$ cat src/hw/rtl/twrs_pkg.sv
// Package of the time weighted range statistics core: widths, register indexes and
// the command and snapshot types passed between the front, the queue and the back end.
`default_nettype none

package twrs_pkg;

   localparam int TIME_BITS   = 24;
   localparam int VALUE_BITS  = 16;
   localparam int OUT_BITS    = VALUE_BITS + 8;
   localparam int WEIGHT_BITS = TIME_BITS + 1;
   localparam int DEV_BITS    = TIME_BITS + VALUE_BITS + 2;
   localparam int SQ_BITS     = TIME_BITS + 2 * VALUE_BITS + 3;
   localparam int DIFF_BITS   = VALUE_BITS + 1;
   localparam int SQD_BITS    = 2 * VALUE_BITS;
   localparam int SQP_BITS    = SQD_BITS + TIME_BITS;
   localparam int MAG_BITS    = DEV_BITS;
   localparam int NUM_BITS    = MAG_BITS + 8;
   localparam int PROD_BITS   = 2 * MAG_BITS;
   localparam int RAD_BITS    = PROD_BITS + 16;
   localparam int ROOT_BITS   = RAD_BITS / 2;
   localparam int MEAN_BITS   = NUM_BITS + 2;
   localparam int CNT_BITS    = $clog2(NUM_BITS);

   localparam int QUEUE_DEPTH = 4;
   localparam int QPTR_BITS   = $clog2(QUEUE_DEPTH);

   localparam int CSR_INDEX_BITS = 1;
   localparam int CSR_DATA_BITS  = TIME_BITS;

   typedef enum logic [CSR_INDEX_BITS-1:0] {
      CSR_RANGE_START = 1'b0,
      CSR_RANGE_END   = 1'b1
   } twrs_csr_type;

   localparam logic signed [VALUE_BITS-1:0] VALUE_MAX = {1'b0, {(VALUE_BITS-1){1'b1}}};
   localparam logic signed [VALUE_BITS-1:0] VALUE_MIN = {1'b1, {(VALUE_BITS-1){1'b0}}};

   // One unit of work for the back end: an interval to weigh and/or the end of a series.
   typedef struct packed {
      logic                         cnt;
      logic signed [VALUE_BITS-1:0] value;
      logic [TIME_BITS-1:0]         dt;
      logic                         close;
      logic                         found;
   } twrs_cmd_type;

   // Sums of a closed series, handed from the accumulator to the finishing unit.
   typedef struct packed {
      logic                         found;
      logic [WEIGHT_BITS-1:0]       weight;
      logic [DEV_BITS-1:0]          dev;
      logic [SQ_BITS-1:0]           sq;
      logic signed [VALUE_BITS-1:0] ref_value;
      logic signed [VALUE_BITS-1:0] lowest;
      logic signed [VALUE_BITS-1:0] highest;
   } twrs_snap_type;

endpackage

`default_nettype wire

$ cat src/hw/rtl/twrs_req_if.sv
// Sample channel of the time weighted range statistics core: valid, ready and one sample.
// Depends on twrs_pkg for the field widths.
`default_nettype none

interface twrs_req_if import twrs_pkg::*; ();
   logic                         valid;
   logic                         ready;
   logic [TIME_BITS-1:0]         sample_time;
   logic signed [VALUE_BITS-1:0] sample_value;
   logic                         value_valid;
   logic                         last_sample;

   modport source (output valid, sample_time, sample_value, value_valid, last_sample,
                   input ready);
   modport sink (input valid, sample_time, sample_value, value_valid, last_sample,
                 output ready);
endinterface

`default_nettype wire

$ cat src/hw/rtl/twrs_front.sv
// Front end: accepts samples, tracks the held value against the window and turns each
// sample into interval commands for the back end. Depends on twrs_pkg and twrs_req_if.
`default_nettype none

module twrs_front import twrs_pkg::*; (
   input  logic                 clock,
   input  logic                 reset,
   twrs_req_if.sink             req_chan,
   input  logic [TIME_BITS-1:0] range_start,
   input  logic [TIME_BITS-1:0] range_end,
   input  logic                 q_full,
   output logic                 q_push,
   output twrs_cmd_type         q_cmd
);

   logic                         found_ff, found_in;
   logic                         past_end_ff, past_end_in;
   logic signed [VALUE_BITS-1:0] held_value_ff, held_value_in;
   logic                         held_valid_ff, held_valid_in;
   logic [TIME_BITS-1:0]         held_since_ff, held_since_in;
   logic                         pend_ff;
   twrs_cmd_type                 pend_cmd_ff;

   logic                         accept;
   logic                         counting;
   twrs_cmd_type                 acc_cmd;
   twrs_cmd_type                 close_cmd;

   assign req_chan.ready = !pend_ff && !q_full;
   assign accept         = req_chan.valid && req_chan.ready;

   always_comb begin
      found_in      = found_ff;
      past_end_in   = past_end_ff;
      held_value_in = held_value_ff;
      held_valid_in = held_valid_ff;
      held_since_in = held_since_ff;
      counting      = 1'b0;
      if (!past_end_ff) begin
         if (req_chan.sample_time > range_end) begin
            past_end_in = 1'b1;
         end else if (!found_ff) begin
            if (req_chan.sample_time <= range_start) begin
               found_in      = 1'b1;
               held_value_in = req_chan.sample_value;
               held_valid_in = req_chan.value_valid;
               held_since_in = range_start;
            end
         end else begin
            // Time running backwards adds no weight and leaves the hold start in place.
            if (req_chan.sample_time > held_since_ff) begin
               counting      = held_valid_ff;
               held_since_in = req_chan.sample_time;
            end
            held_value_in = req_chan.sample_value;
            held_valid_in = req_chan.value_valid;
         end
      end

      acc_cmd.cnt   = counting;
      acc_cmd.value = held_value_ff;
      acc_cmd.dt    = req_chan.sample_time - held_since_ff;
      acc_cmd.close = 1'b0;
      acc_cmd.found = found_ff;

      close_cmd.cnt   = found_in && held_valid_in && (range_end > held_since_in);
      close_cmd.value = held_value_in;
      close_cmd.dt    = range_end - held_since_in;
      close_cmd.close = 1'b1;
      close_cmd.found = found_in;

      if (pend_ff) begin
         q_push = !q_full;
         q_cmd  = pend_cmd_ff;
      end else begin
         q_push = accept && counting;
         q_cmd  = acc_cmd;
      end
   end

   always_ff @(posedge clock) begin
      if (reset) begin
         found_ff    <= 1'b0;
         past_end_ff <= 1'b0;
         pend_ff     <= 1'b0;
      end else begin
         if (accept) begin
            if (req_chan.last_sample) begin
               // The series ends here; its closing command waits in pend_cmd_ff until the queue has room.
               found_ff    <= 1'b0;
               past_end_ff <= 1'b0;
               pend_ff     <= 1'b1;
               pend_cmd_ff <= close_cmd;
            end else begin
               found_ff      <= found_in;
               past_end_ff   <= past_end_in;
               held_value_ff <= held_value_in;
               held_valid_ff <= held_valid_in;
               held_since_ff <= held_since_in;
            end
         end else if (pend_ff && !q_full) begin
            pend_ff <= 1'b0;
         end
      end
   end

endmodule

`default_nettype wire

$ cat src/flat_wrapper.sv
// flat-port wrapper written by rule: the top's interface ports become plain ports
module twrs_front_flat import twrs_pkg::*;
  (clock, reset, range_start, range_end, q_full, q_push, q_cmd, req_chan_valid, req_chan_sample_time, req_chan_sample_value, req_chan_value_valid, req_chan_last_sample, req_chan_ready);
  twrs_req_if req_chan_i ();
  input  logic clock;
  input  logic reset;
  input  logic [TIME_BITS-1:0] range_start;
  input  logic [TIME_BITS-1:0] range_end;
  input  logic q_full;
  output logic q_push;
  output twrs_cmd_type q_cmd;
  input wire logic [$bits(req_chan_i.valid)-1:0] req_chan_valid;
  input wire logic [$bits(req_chan_i.sample_time)-1:0] req_chan_sample_time;
  input wire logic [$bits(req_chan_i.sample_value)-1:0] req_chan_sample_value;
  input wire logic [$bits(req_chan_i.value_valid)-1:0] req_chan_value_valid;
  input wire logic [$bits(req_chan_i.last_sample)-1:0] req_chan_last_sample;
  output wire logic [$bits(req_chan_i.ready)-1:0] req_chan_ready;
  assign req_chan_i.valid = req_chan_valid;
  assign req_chan_i.sample_time = req_chan_sample_time;
  assign req_chan_i.sample_value = req_chan_sample_value;
  assign req_chan_i.value_valid = req_chan_value_valid;
  assign req_chan_i.last_sample = req_chan_last_sample;
  assign req_chan_ready = req_chan_i.ready;
  twrs_front u_core (.clock(clock), .reset(reset), .req_chan(req_chan_i), .range_start(range_start), .range_end(range_end), .q_full(q_full), .q_push(q_push), .q_cmd(q_cmd));
endmodule
$ cat config.mk
export PLATFORM = sky130hd
export DESIGN_NAME = twrs_front_flat
export DESIGN_NICKNAME = d
export VERILOG_FILES = /design/src/hw/rtl/twrs_pkg.sv /design/src/hw/rtl/twrs_req_if.sv /design/src/hw/rtl/twrs_front.sv /design/src/flat_wrapper.sv
export SDC_FILE = /design/constraint.sdc
export NUM_CORES = 1
export LEC_CHECK = 0
export BUFFER_PORTS_ARGS = -buffer_cell sky130_fd_sc_hd__buf_2
export CAP_MARGIN = 25
export CORE_MARGIN = 2
export CORE_UTILIZATION = 50
export CTS_BUF_LIST = sky130_fd_sc_hd__clkbuf_4
export DETAILED_ROUTE_END_ITERATION = 7
export PLACE_DENSITY = 0.77
export SYNTH_ARGS = -nofsm -noshare
export SYNTH_HDL_FRONTEND = slang
export SYNTH_SLANG_ARGS = --single-unit
$ cat constraint.sdc
create_clock -name clock -period 7.9 [get_ports clock]
set_clock_uncertainty 0.05 [all_clocks]
set_input_delay 1.185 -clock clock [delete_from_list [all_inputs] [get_ports clock]]
set_output_delay 1.185 -clock clock [all_outputs]
set_load 0.02 [all_outputs]
==> run_summary.xml, run 1 <==
<?xml version="1.0" encoding="UTF-8"?>
<metrics>
  <group name="synthesis">
    <metric name="compound_cell_area_share_of_the_yosys_netlist" unit="%">22.45</metric>
    <metric name="synth-seq-cells" unit="">86</metric>
    <metric name="post-synth-top-area-cell" unit="">sky130_fd_sc_hd__edfxtp_1</metric>
    <metric name="synth_nets" unit="">1014</metric>
    <metric name="syn-cell-area" unit="mm^2">0.007819</metric>
    <metric name="synthMostInstantiatedCell" unit="">sky130_fd_sc_hd__ha_1</metric>
    <metric name="synth_edf_count" unit="">83</metric>
    <metric name="synth-adder-area-share" unit="%">15.87</metric>
    <metric name="syn_area_per_cell" unit="um^2">9.512</metric>
    <metric name="synth_seq_area_share" unit="%">32.65</metric>
    <metric name="synthXorXnorAreaFrac" unit="%">3.697</metric>
    <metric name="synth.cells.most_frequent" unit="">sky130_fd_sc_hd__ha_1, sky130_fd_sc_hd__inv_1, sky130_fd_sc_hd__edfxtp_1</metric>
    <metric name="synth_simple_gate_area_share" unit="%">14.05</metric>
    <metric name="yosys_warnings" unit="">0</metric>
    <metric name="yosysTopAreaCellShare" unit="%">31.88</metric>
    <metric name="netlist-cell-type-count" unit="">70</metric>
    <metric name="muxShareOfSynthArea" unit="%">5.457</metric>
    <metric name="number_of_instances_in_the_synthesized_netlist" unit="">822</metric>
    <metric name="combinational_family_with_the_most_area_after_synthesis" unit="">compound AO/OA/AOI/OAI gates</metric>
    <metric name="synth_flop_cell" unit="">sky130_fd_sc_hd__edfxtp_1</metric>
    <metric name="async_flop_share" unit="%">0</metric>
    <metric name="netlist_top_cells_area" unit="">sky130_fd_sc_hd__edfxtp_1, sky130_fd_sc_hd__ha_1, sky130_fd_sc_hd__mux2_2</metric>
  </group>
  <group name="sta">
    <metric name="min_period_over_period" unit="%">80.83</metric>
    <metric name="setup-tns-final" unit="ps">0</metric>
    <metric name="grt_setup_unrepaired" unit="">false</metric>
    <metric name="slew-limit-headroom" unit="%">40.62</metric>
    <metric name="finalSetupViolCount" unit="">0</metric>
    <metric name="final_count_of_pins_violating_max_slew" unit="">0</metric>
    <metric name="finalCriticalPeriod" unit="ps">6386</metric>
    <metric name="worst_pin_slew" unit="ps">886.8</metric>
    <metric name="fmax_achieved" unit="MHz">156.6</metric>
    <metric name="worst_hold_slack" unit="ps">470.3</metric>
    <metric name="final-hold-violation-count" unit="">0</metric>
  </group>
  <group name="worst_hold_path">
    <metric name="hp-start" unit="">u_core.past_end_ff</metric>
    <metric name="timing.hold.worst.class" unit="">reg -&gt; reg</metric>
  </group>
  <group name="flow_run">
    <metric name="max_cap_viol_count" unit="">0</metric>
  </group>
  <group name="pwr">
    <metric name="total_switching_power" unit="uW">524.8</metric>
    <metric name="vdd.ir_drop.worst" unit="V">0.00008116</metric>
    <metric name="total_power" unit="uW">1407</metric>
    <metric name="power.density_cell_area" unit="mW/mm^2">158.3</metric>
    <metric name="swShare" unit="%">37.30</metric>
    <metric name="clkPwrFrac" unit="%">19.6</metric>
    <metric name="internal_power" unit="uW">882.2</metric>
    <metric name="cellLeakagePower" unit="uW">0.003896</metric>
    <metric name="power_frac_comb" unit="%">41.8</metric>
    <metric name="p_seq_share" unit="%">38.6</metric>
  </group>
  <group name="setup_path">
    <metric name="worst-endpoint-required" unit="ps">8230</metric>
    <metric name="critPathBufInv" unit="">3</metric>
    <metric name="critical_path.endpoint_type" unit="">register</metric>
    <metric name="timing.rr.start" unit="">u_core.held_since_ff[0]</metric>
    <metric name="cp_max_fo" unit="">27</metric>
    <metric name="slowest_stage" unit="">sky130_fd_sc_hd__or4b_1</metric>
    <metric name="crit_family" unit="">compound AO/OA/AOI/OAI gates</metric>
    <metric name="cp_slowest_stage_delay" unit="ps">500</metric>
    <metric name="path_class" unit="">in -&gt; reg</metric>
    <metric name="crit_top_cell" unit="">sky130_fd_sc_hd__a21o_1</metric>
    <metric name="cp_cell_sequence" unit="">buf_2 -&gt; inv_1 -&gt; ha_1 -&gt; fa_1 -&gt; nor2b_1 -&gt; o2111ai_1 -&gt; a31oi_1 -&gt; a21boi_1 -&gt; a211oi_1 -&gt; o21ai_1 -&gt; a21oi_4 -&gt; buf_4 -&gt; o221ai_1 -&gt; ha_1 -&gt; a21o_1 -&gt; a21o_1 -&gt; a21o_1 -&gt; a31o_2 -&gt; a41oi_1 -&gt; a21bo_2 -&gt; or4b_1 -&gt; nand3_1</metric>
    <metric name="critPathLaunchType" unit="">input port</metric>
    <metric name="critical_path.startpoint" unit="">req_chan_sample_time[0]</metric>
    <metric name="timing.critical_path.arrival" unit="ps">6710</metric>
  </group>
  <group name="global_route">
    <metric name="vias_in_the_first_global_route" unit="">6576</metric>
    <metric name="grt_first_pass_wirelength" unit="mm">33.76</metric>
    <metric name="grt_antenna_before_repair" unit="">1</metric>
    <metric name="grtUsageTotal" unit="%">26.45</metric>
    <metric name="global_route.overflow_total" unit="">0</metric>
    <metric name="grt_max_degree" unit="">57</metric>
  </group>
  <group name="clock_network">
    <metric name="ctsLongestPathBuffers" unit="">2</metric>
    <metric name="tritoncts_num_sinks" unit="">86</metric>
    <metric name="post_cts.resized_instances" unit="">0</metric>
    <metric name="holdBufCountCts" unit="">0</metric>
    <metric name="cts_root_buf" unit="">sky130_fd_sc_hd__clkbuf_4</metric>
    <metric name="skew_pair_late_insertion_delay" unit="ps">500</metric>
    <metric name="tritoncts_buffers" unit="">9</metric>
    <metric name="post_cts.repair.setup_buffers" unit="">0</metric>
    <metric name="htreeDepth" unit="">3</metric>
    <metric name="clock_tree_from_tritoncts" unit="">built</metric>
    <metric name="clkTransAtPathRegs" unit="ps">150</metric>
  </group>
  <group name="floorplanning">
    <metric name="ioPinCount" unit="">139</metric>
    <metric name="core_area" unit="mm^2">0.01526</metric>
    <metric name="die_height" unit="um">129.1</metric>
    <metric name="full_die_area" unit="mm^2">0.01665</metric>
    <metric name="placement_rows" unit="">45</metric>
    <metric name="die_w" unit="um">129.1</metric>
    <metric name="initial_core_util" unit="%">51.24</metric>
  </group>
  <group name="route">
    <metric name="route.vias.total" unit="">6985</metric>
    <metric name="drtAntennaViolNets" unit="">0</metric>
    <metric name="postRouteWirelength" unit="mm">21.54</metric>
    <metric name="post_drt_via_cell_ratio" unit="">5.945</metric>
    <metric name="detailedRoute.firstPassIterationCount" unit="">5</metric>
    <metric name="drtIter0Drc" unit="">591</metric>
    <metric name="wire_per_inst" unit="um">18.34</metric>
    <metric name="post-route-drc-count" unit="">0</metric>
  </group>
  <group name="placement">
    <metric name="buffer_ports.inserted" unit="">138</metric>
    <metric name="placed_cells_incl_taps" unit="">1157</metric>
    <metric name="dpl_hpwl" unit="mm">16.94</metric>
    <metric name="finalWeightedCongestion" unit="">0.8798</metric>
  </group>
  <group name="finish">
    <metric name="synthToLayoutAreaGrowth" unit="%">13.70</metric>
    <metric name="post_layout_nonfiller_instances" unit="">1175</metric>
    <metric name="layout.nets" unit="">1150</metric>
    <metric name="final_core_utilization" unit="%">58.26</metric>
    <metric name="post_route_cells_drive_above_1_share" unit="%">25.55</metric>
  </group>
  <group name="status">
    <metric name="outcome" unit="">finished, final reports clean</metric>
  </group>
</metrics>
## area by class of cell
class	count	area, um^2
fill	1356	6369
clock inverter	7	81.33
timing repair buffer	149	780.7
clock buffer	9	67.56
inverter	85	319.1
tap	211	264.0
antenna	1	2.502
multi-input combinational	627	4821
sequential	86	2554
## registers in the layout (all words and copies together), names as in the netlist
name                  count
u_core.held_value_ff     16
u_core.pend_cmd_ff       42
u_core.pend_ff            1
u_core.held_valid_ff      1
u_core.held_since_ff     24
u_core.past_end_ff        1
u_core.found_ff           1
## worst reg2reg max path: cells and delay by family (launching register included)
kind | cells | cell delay (ps)
compound gates | 13 | 3260
fa+ha+maj | 3 | 1010
simple gates | 3 | 750
flops | 1 | 440
buf+inv | 1 | 340
## per-stage QoR
stage / setup WS [ps] / cell area [um^2]
CTS: 1620 / 8872
finish: 1514 / 8890
global route: 1033 / 8890
detailed placement: 1093 / 8723
global placement: 1234 / 8723
floorplan: 2033 / 7819
## cells by family (layout without fill, tap and decap cells)
group,Yosys count,in the layout
compound gates,249,249
simple gates,209,209
buf+inv,109,250
fa+ha+maj,98,98
flops,86,86
mux,38,38
xor+xnor,33,33
other cells,0,1
## path summary, 6_finish.rpt
| kind | to | slack [ps] | depth (start not counted) |
|---|---|---|---|
| setup / recovery | u_core.pend_cmd_ff[24] | 1510 | 22 |
| hold / removal | u_core.past_end_ff | 470 | 2 |
| setup reg to reg | u_core.pend_cmd_ff[24] | 1930 | 20 |
| hold reg to reg | u_core.past_end_ff | 470 | 2 |
## routing by layer
metal / up-vias / global-route usage, % / routed length, um
met5: - / 0 / 0
met4: 0 / 12.34 / 808
met3: 52 / 6.193 / 1578
met2: 273 / 42.05 / 9816
met1: 3262 / 34.36 / 9341
li1: 3398 / - / -
## cell usage in the layout, fill, tap and decap left out, drive strengths merged, types with 9 or more instances in the layout
| cell type | n |
|---|---|
| a211oi | 12 |
| inv | 88 |
| buf | 149 |
| edfxtp | 83 |
| o221a | 23 |
| a21o | 19 |
| nand2b | 9 |
| nand2 | 63 |
| xor2 | 12 |
| o21ai | 48 |
| nor2b | 9 |
| clkbuf | 9 |
| nand4 | 14 |
| mux2 | 37 |
| ha | 96 |
| a21oi | 61 |
| o21a | 9 |
| xnor2 | 21 |
| nor3 | 13 |
| or2 | 25 |
| nor2 | 35 |
| o221ai | 22 |
## power groups by stage
stage	registers [uW]	logic (uW)	clock network (uW)
floorplan	551	415	0
global placement	552	567	0
detailed placement	553	577	0
CTS	543	580	280
global route	544	647	298
finish	543	588	276
No activity file was read; power rests on OpenSTA's default activity.
==> run 2: changes to the inputs <==
--- a/config.mk
+++ b/config.mk
@@ -11,7 +11,7 @@
 export CORE_UTILIZATION = 50
 export CTS_BUF_LIST = sky130_fd_sc_hd__clkbuf_4
 export DETAILED_ROUTE_END_ITERATION = 7
-export PLACE_DENSITY = 0.77
+export PLACE_DENSITY = 0.79
 export SYNTH_ARGS = -nofsm -noshare
 export SYNTH_HDL_FRONTEND = slang
 export SYNTH_SLANG_ARGS = --single-unit
==> constraint.sdc (replaced) <==
create_clock -name clock -period 5.2 [get_ports clock]
set_clock_uncertainty 0.05 [all_clocks]
set_input_delay 0.78 -clock clock [delete_from_list [all_inputs] [get_ports clock]]
set_output_delay 0.78 -clock clock [all_outputs]
set_load 0.02 [all_outputs]
==> run_summary.xml, run 2 (synthesized netlist as in run 1, its figures left out) <==
<?xml version="1.0" encoding="UTF-8"?>
<metrics>
  <group name="setup_path">
    <metric name="critPathLaunchType" unit="">input port</metric>
    <metric name="critical_path.endpoint_type" unit="">register</metric>
    <metric name="worst-endpoint-required" unit="ps">5490</metric>
    <metric name="timing.critical_path.arrival" unit="ps">5470</metric>
    <metric name="worst_r2r_dst" unit="">u_core.pend_cmd_ff[24]</metric>
    <metric name="crit_top_cell" unit="">sky130_fd_sc_hd__a21o_1</metric>
    <metric name="slowest_stage" unit="">sky130_fd_sc_hd__or4b_1</metric>
    <metric name="cp_max_fo" unit="">6</metric>
    <metric name="cp_cell_sequence" unit="">buf_2 -&gt; buf_4 -&gt; ha_1 -&gt; a21oi_1 -&gt; a21boi_0 -&gt; o22a_1 -&gt; a31oi_2 -&gt; a211oi_4 -&gt; o2111ai_4 -&gt; buf_4 -&gt; buf_2 -&gt; or2_1 -&gt; o221ai_1 -&gt; ha_1 -&gt; a21o_1 -&gt; a21o_1 -&gt; a21o_1 -&gt; a31o_4 -&gt; a41oi_2 -&gt; a21bo_2 -&gt; or4b_1 -&gt; nand3_1</metric>
    <metric name="reg2regPathDepth" unit="">20</metric>
    <metric name="crit_family" unit="">compound AO/OA/AOI/OAI gates</metric>
    <metric name="critPathBufInv" unit="">4</metric>
    <metric name="path_class" unit="">in -&gt; reg</metric>
    <metric name="ff_to_ff_setup_slack" unit="ps">60</metric>
    <metric name="timing.rr.start" unit="">u_core.held_since_ff[0]</metric>
    <metric name="cp_slowest_stage_delay" unit="ps">470</metric>
  </group>
  <group name="route">
    <metric name="drtIter0Drc" unit="">678</metric>
    <metric name="post-route-drc-count" unit="">0</metric>
    <metric name="postRouteWirelength" unit="mm">25.38</metric>
    <metric name="drtAntennaViolNets" unit="">0</metric>
    <metric name="post_drt_via_cell_ratio" unit="">5.901</metric>
    <metric name="wire_per_inst" unit="um">18.81</metric>
    <metric name="route.vias.total" unit="">7960</metric>
    <metric name="detailedRoute.firstPassIterationCount" unit="">7</metric>
  </group>
  <group name="worst_hold_path">
    <metric name="hp-start" unit="">u_core.past_end_ff</metric>
    <metric name="timing.hold.worst.class" unit="">reg -&gt; reg</metric>
    <metric name="timing.hold.worst_path_depth" unit="">2</metric>
    <metric name="worst_hold_end" unit="">u_core.past_end_ff</metric>
  </group>
  <group name="placement">
    <metric name="finalWeightedCongestion" unit="">0.9319</metric>
    <metric name="buffer_ports.inserted" unit="">138</metric>
    <metric name="dpl_hpwl" unit="mm">19.69</metric>
    <metric name="dpl-instance-area" unit="mm^2">0.01005</metric>
  </group>
  <group name="status">
    <metric name="outcome" unit="">finished, final reports clean</metric>
  </group>
  <group name="finish">
    <metric name="largest_register_ff_count" unit="">42</metric>
    <metric name="stdcell_area" unit="mm^2">0.01050</metric>
    <metric name="largest-register" unit="">u_core.pend_cmd_ff</metric>
    <metric name="layout.nets" unit="">1323</metric>
    <metric name="final.fill_count" unit="">1167</metric>
    <metric name="final_common_cell" unit="">sky130_fd_sc_hd__buf_4</metric>
    <metric name="layout_top_registers" unit="">u_core.pend_cmd_ff x42, u_core.held_since_ff x24, u_core.held_value_ff x16</metric>
    <metric name="synthToLayoutAreaGrowth" unit="%">34.31</metric>
    <metric name="post_route_cells_drive_above_1_share" unit="%">39.52</metric>
    <metric name="final_cell_mix" unit="">sky130_fd_sc_hd__buf_4, sky130_fd_sc_hd__buf_2, sky130_fd_sc_hd__ha_1</metric>
  </group>
  <group name="clock_network">
    <metric name="tritoncts_num_sinks" unit="">86</metric>
    <metric name="cts_root_buf" unit="">sky130_fd_sc_hd__clkbuf_4</metric>
    <metric name="skew_pair_late_insertion_delay" unit="ps">480</metric>
    <metric name="tritoncts_buffers" unit="">9</metric>
    <metric name="ctsLongestPathBuffers" unit="">2</metric>
    <metric name="clock_tree_from_tritoncts" unit="">built</metric>
    <metric name="clkTransAtPathRegs" unit="ps">140</metric>
    <metric name="htreeDepth" unit="">3</metric>
  </group>
  <group name="floorplanning">
    <metric name="die_w" unit="um">129.1</metric>
    <metric name="die_height" unit="um">129.1</metric>
    <metric name="core_area" unit="mm^2">0.01526</metric>
    <metric name="full_die_area" unit="mm^2">0.01665</metric>
    <metric name="initial_core_util" unit="%">51.24</metric>
    <metric name="ioPinCount" unit="">139</metric>
    <metric name="placement_rows" unit="">45</metric>
  </group>
  <group name="global_route">
    <metric name="global_route.overflow_total" unit="">0</metric>
    <metric name="grt_antenna_before_repair" unit="">2</metric>
    <metric name="grt_max_degree" unit="">56</metric>
    <metric name="vias_in_the_first_global_route" unit="">7615</metric>
    <metric name="grt_first_pass_wirelength" unit="mm">37.84</metric>
    <metric name="grtUsageTotal" unit="%">29.27</metric>
  </group>
  <group name="pwr">
    <metric name="power_frac_comb" unit="%">48.9</metric>
    <metric name="swShare" unit="%">37.50</metric>
    <metric name="cellLeakagePower" unit="uW">0.004790</metric>
    <metric name="clkPwrFrac" unit="%">15.8</metric>
    <metric name="total_switching_power" unit="uW">879.6</metric>
    <metric name="internal_power" unit="uW">1466</metric>
    <metric name="power.density_cell_area" unit="mW/mm^2">223.4</metric>
    <metric name="p_seq_share" unit="%">35.2</metric>
    <metric name="vdd.ir_drop.worst" unit="V">0.0001041</metric>
  </group>
  <group name="sta">
    <metric name="finalSetupViolCount" unit="">0</metric>
    <metric name="setup-tns-final" unit="ps">0</metric>
    <metric name="min_period_over_period" unit="%">99.63</metric>
    <metric name="fmax_achieved" unit="MHz">193.0</metric>
    <metric name="slew-limit-headroom" unit="%">53.16</metric>
    <metric name="final-hold-violation-count" unit="">0</metric>
    <metric name="finalCriticalPeriod" unit="ps">5181</metric>
    <metric name="final_count_of_pins_violating_max_slew" unit="">0</metric>
    <metric name="worst_pin_slew" unit="ps">699.5</metric>
  </group>
  <group name="flow_run">
    <metric name="max_cap_viol_count" unit="">0</metric>
  </group>
</metrics>
run 2: area by class of cell:
type,count,area [um^2],share of cell area [%]
multi-input combinational,627,5061,48.19
sequential,86,2554,24.32
timing repair buffer,322,2156,20.53
inverter,85,336.6,3.205
tap,211,264.0,2.514
clock buffer,9,67.56,0.6434
clock inverter,7,57.56,0.5481
antenna,2,5.005,0.04766
run 2: what timing repair did:
item	4_1_cts	5_1_grt
buffers inserted	0	9
hold buffers	0	0
setup endpoints to repair	0	12
gates resized for setup	0	50
run 2: per-layer routing:
layer,up-vias,routed length (um),GRT usage (%)
li1,3729,-,-
met1,3767,10480,37.74
met2,377,12140,49.74
met3,87,1661,3.675
met4,0,1088,12.60
met5,-,0,0
run 2: worst max-delay path by stage:
stage,start,to,slack (ps),cells after the start
2_1_floorplan,req_chan_sample_time[0],u_core.pend_cmd_ff[25],-9,21
3_3_place_gp,req_chan_sample_time[20],u_core.pend_cmd_ff[25],-400,21
3_5_place_dp,req_chan_sample_time[0],u_core.pend_cmd_ff[24],-420,22
4_1_cts,u_core.held_since_ff[0],u_core.pend_cmd_ff[24],7,20
5_1_grt,req_chan_sample_time[17],u_core.pend_cmd_ff[24],-120,22
6_report,req_chan_sample_time[17],u_core.pend_cmd_ff[24],20,22
run 2: worst register-to-register path, cell delays in order, from the launching register on:
cell and delay (ps):
sky130_fd_sc_hd__edfxtp_1 500, sky130_fd_sc_hd__ha_4 210, sky130_fd_sc_hd__fa_2 410, sky130_fd_sc_hd__nor2b_4 180, sky130_fd_sc_hd__o2111ai_4 170, sky130_fd_sc_hd__a31oi_4 220
sky130_fd_sc_hd__a21boi_2 110, sky130_fd_sc_hd__a211oi_4 320, sky130_fd_sc_hd__o2111ai_4 260, sky130_fd_sc_hd__buf_6 220, sky130_fd_sc_hd__or2_4 260, sky130_fd_sc_hd__o221ai_2 60
sky130_fd_sc_hd__ha_1 260, sky130_fd_sc_hd__a21o_1 180, sky130_fd_sc_hd__a21o_1 160, sky130_fd_sc_hd__a21o_1 190, sky130_fd_sc_hd__a31o_4 240, sky130_fd_sc_hd__a41oi_2 200
sky130_fd_sc_hd__a21bo_2 260, sky130_fd_sc_hd__or4b_1 470, sky130_fd_sc_hd__nand3_1 90
run 2: through the flow:
stage	hold slack, ps	power [uW]	utilization [%]	std cells	setup slack, ps
after floorplan	422.6	1483	-	822	-8.665
after detailed placement	486.2	1910	65.85	1321	-417.4
after global placement	475.5	1884	65.85	1321	-401.0
after CTS	503.2	2277	66.67	1337	7.462
after global routing	508.7	2463	68.82	1349	-117.6
final	504.6	2346	68.82	1349	19.31
run 2: power by group through the flow:
stage | sequential, uW | combinational (uW) | clock, uW
finish | 827 | 1150 | 372
global route | 828 | 1240 | 400
CTS | 826 | 1080 | 375
detailed placement | 842 | 1070 | 0
global placement | 840 | 1040 | 0
floorplan | 837 | 647 | 0
==> run 3: changes to the inputs <==
--- a/config.mk
+++ b/config.mk
@@ -12,6 +12,7 @@
 export CTS_BUF_LIST = sky130_fd_sc_hd__clkbuf_4
 export DETAILED_ROUTE_END_ITERATION = 7
 export PLACE_DENSITY = 0.79
+export RECOVER_POWER = 100
 export SYNTH_ARGS = -nofsm -noshare
 export SYNTH_HDL_FRONTEND = slang
 export SYNTH_SLANG_ARGS = --single-unit
==> run_summary.xml, run 3 (synthesized netlist as in run 1, its figures left out) <==
<?xml version="1.0" encoding="UTF-8"?>
<metrics>
  <group name="finish">
    <metric name="final_cell_mix" unit="">sky130_fd_sc_hd__buf_4, sky130_fd_sc_hd__buf_2, sky130_fd_sc_hd__ha_1</metric>
    <metric name="synthToLayoutAreaGrowth" unit="%">33.86</metric>
    <metric name="multiInputGateArea" unit="mm^2">0.005051</metric>
    <metric name="layout_top_registers" unit="">u_core.pend_cmd_ff x42, u_core.held_since_ff x24, u_core.held_value_ff x16</metric>
    <metric name="final_common_cell" unit="">sky130_fd_sc_hd__buf_4</metric>
    <metric name="post_route_cells_drive_above_1_share" unit="%">38.03</metric>
    <metric name="regArea" unit="mm^2">0.002552</metric>
    <metric name="final.fill_count" unit="">1180</metric>
    <metric name="largest_register_ff_count" unit="">42</metric>
    <metric name="final_core_utilization" unit="%">68.59</metric>
    <metric name="post_layout_nonfiller_instances" unit="">1349</metric>
    <metric name="layout.nets" unit="">1323</metric>
    <metric name="largest-register" unit="">u_core.pend_cmd_ff</metric>
  </group>
  <group name="floorplanning">
    <metric name="die_height" unit="um">129.1</metric>
    <metric name="core_area" unit="mm^2">0.01526</metric>
    <metric name="die_w" unit="um">129.1</metric>
    <metric name="ioPinCount" unit="">139</metric>
    <metric name="placement_rows" unit="">45</metric>
    <metric name="full_die_area" unit="mm^2">0.01665</metric>
    <metric name="initial_core_util" unit="%">51.24</metric>
  </group>
  <group name="clock_network">
    <metric name="holdBufCountCts" unit="">0</metric>
    <metric name="clock_tree_from_tritoncts" unit="">built</metric>
    <metric name="clkTransAtPathRegs" unit="ps">140</metric>
    <metric name="skew_pair_late_insertion_delay" unit="ps">470</metric>
    <metric name="ctsLongestPathBuffers" unit="">2</metric>
    <metric name="cts_root_buf" unit="">sky130_fd_sc_hd__clkbuf_4</metric>
    <metric name="tritoncts_num_sinks" unit="">86</metric>
    <metric name="tritoncts_buffers" unit="">9</metric>
    <metric name="htreeDepth" unit="">3</metric>
  </group>
  <group name="route">
    <metric name="wire_per_inst" unit="um">18.84</metric>
    <metric name="drtAntennaViolNets" unit="">0</metric>
    <metric name="post_drt_via_cell_ratio" unit="">5.890</metric>
    <metric name="drtIter0Drc" unit="">739</metric>
    <metric name="route.vias.total" unit="">7946</metric>
    <metric name="post-route-drc-count" unit="">0</metric>
    <metric name="postRouteWirelength" unit="mm">25.41</metric>
    <metric name="detailedRoute.firstPassIterationCount" unit="">6</metric>
  </group>
  <group name="sta">
    <metric name="worst_pin_slew" unit="ps">2354</metric>
    <metric name="final_count_of_pins_violating_max_slew" unit="">36</metric>
    <metric name="min_period_over_period" unit="%">99.18</metric>
    <metric name="final-hold-violation-count" unit="">0</metric>
    <metric name="final_critical_path_setup_slack" unit="ps">42.84</metric>
    <metric name="slew-limit-headroom" unit="%">-56.91</metric>
    <metric name="finalSetupViolCount" unit="">0</metric>
    <metric name="fmax_achieved" unit="MHz">193.9</metric>
    <metric name="finalCriticalPeriod" unit="ps">5157</metric>
    <metric name="worst_hold_slack" unit="ps">501.2</metric>
    <metric name="setup-tns-final" unit="ps">0</metric>
  </group>
  <group name="setup_path">
    <metric name="critical_path.endpoint_type" unit="">register</metric>
    <metric name="critical_path.endpoint" unit="">u_core.pend_cmd_ff[24]</metric>
    <metric name="ff_to_ff_setup_slack" unit="ps">60</metric>
    <metric name="worst_r2r_dst" unit="">u_core.pend_cmd_ff[24]</metric>
    <metric name="timing.rr.start" unit="">u_core.held_since_ff[0]</metric>
    <metric name="critical_path.startpoint" unit="">req_chan_sample_time[17]</metric>
    <metric name="cp_max_fo" unit="">6</metric>
    <metric name="path_class" unit="">in -&gt; reg</metric>
    <metric name="critPathLaunchType" unit="">input port</metric>
    <metric name="timing.critical_path.arrival" unit="ps">5440</metric>
    <metric name="reg2regPathDepth" unit="">20</metric>
    <metric name="worst-endpoint-required" unit="ps">5490</metric>
  </group>
  <group name="pwr">
    <metric name="p_seq_share" unit="%">35.3</metric>
    <metric name="clkPwrFrac" unit="%">15.8</metric>
    <metric name="vdd.ir_drop.worst" unit="V">0.0001040</metric>
    <metric name="total_switching_power" unit="uW">877.7</metric>
    <metric name="internal_power" unit="uW">1465</metric>
    <metric name="cellLeakagePower" unit="uW">0.004745</metric>
    <metric name="swShare" unit="%">37.46</metric>
    <metric name="power.density_cell_area" unit="mW/mm^2">223.8</metric>
    <metric name="power_frac_comb" unit="%">48.9</metric>
  </group>
  <group name="placement">
    <metric name="preCtsSetupSlack" unit="ps">-417.4</metric>
    <metric name="finalWeightedCongestion" unit="">0.9319</metric>
    <metric name="dpl_hpwl" unit="mm">19.69</metric>
    <metric name="buffer_ports.inserted" unit="">138</metric>
    <metric name="placed_cells_incl_taps" unit="">1321</metric>
  </group>
  <group name="status">
    <metric name="failed_checks" unit="">max-capacitance violations, max-slew violations</metric>
    <metric name="outcome" unit="">finished, violations left</metric>
  </group>
  <group name="worst_hold_path">
    <metric name="timing.hold.worst.class" unit="">reg -&gt; reg</metric>
  </group>
  <group name="global_route">
    <metric name="grt_first_pass_wirelength" unit="mm">37.84</metric>
    <metric name="global_route.overflow_total" unit="">0</metric>
    <metric name="vias_in_the_first_global_route" unit="">7615</metric>
    <metric name="grtUsageTotal" unit="%">29.27</metric>
    <metric name="grt_max_degree" unit="">56</metric>
    <metric name="grt_antenna_before_repair" unit="">2</metric>
  </group>
  <group name="flow_run">
    <metric name="max_cap_viol_count" unit="">1</metric>
  </group>
</metrics>
-- run 3: critical path, cell delays in order --
cell	delay, ps
sky130_fd_sc_hd__buf_2	120
sky130_fd_sc_hd__buf_4	140
sky130_fd_sc_hd__ha_1	330
sky130_fd_sc_hd__a21oi_1	290
sky130_fd_sc_hd__a21boi_0	160
sky130_fd_sc_hd__o22a_1	240
sky130_fd_sc_hd__a31oi_2	310
sky130_fd_sc_hd__a211oi_4	90
sky130_fd_sc_hd__o2111ai_4	350
sky130_fd_sc_hd__buf_4	180
sky130_fd_sc_hd__buf_2	150
sky130_fd_sc_hd__or2_1	140
sky130_fd_sc_hd__o221ai_1	120
sky130_fd_sc_hd__ha_1	210
sky130_fd_sc_hd__a21o_1	200
sky130_fd_sc_hd__a21o_1	160
sky130_fd_sc_hd__a21o_1	190
sky130_fd_sc_hd__a31o_4	250
sky130_fd_sc_hd__a41oi_2	210
sky130_fd_sc_hd__a21bo_2	260
sky130_fd_sc_hd__or4b_1	470
sky130_fd_sc_hd__nand3_1	90
-- run 3: area by class of cell --
cell class              count  share of cell area, %
repair buffers            322                  20.37
well taps                 211                  2.522
clock buffers               9                 0.6455
multi-input cells         627                  48.26
inverters                  85                  3.216
flip-flops and latches     86                  24.39
diodes                      2                0.04782
clock inverters             7                 0.5499
-- run 3: worst min-delay path by stage --
stage          cells past startpoint                from  slack [ps]                 end
2_1_floorplan                      2  u_core.past_end_ff         420  u_core.past_end_ff
3_3_place_gp                       2  u_core.past_end_ff         480  u_core.past_end_ff
3_5_place_dp                       2  u_core.past_end_ff         490  u_core.past_end_ff
4_1_cts                            2               reset         500      u_core.pend_ff
5_1_grt                            2               reset         490     u_core.found_ff
6_report                           2  u_core.past_end_ff         500  u_core.past_end_ff
-- run 3: routing by layer --
| metal | global-route usage [%] | share of wire (%) |
|---|---|---|
| met1 | 37.74 | 41 |
| met5 | 0 | 0 |
| met4 | 12.60 | 4.4 |
| met2 | 49.74 | 48 |
| met3 | 3.675 | 7.2 |
-- run 3: power by group through the flow --
stage	logic (uW)	clock network, uW	registers [uW]
4_1_cts	1080	375	826
5_1_grt	1230	400	829
2_1_floorplan	647	0	837
6_report	1140	371	827
3_3_place_gp	1040	0	840
3_5_place_dp	1070	0	842
-- run 3: repair_timing --
item | CTS | global route
setup buffers | 0 | 9
gates resized for setup | 0 | 50
setup endpoints to repair | 0 | 12
-- run 3: per-stage QoR --
step,cell area (um^2),total power [uW]
final,10470,2343
after global routing,10470,2462
after CTS,10170,2277
after detailed placement,10050,1910
after global placement,10050,1884
after floorplan,7919,1483
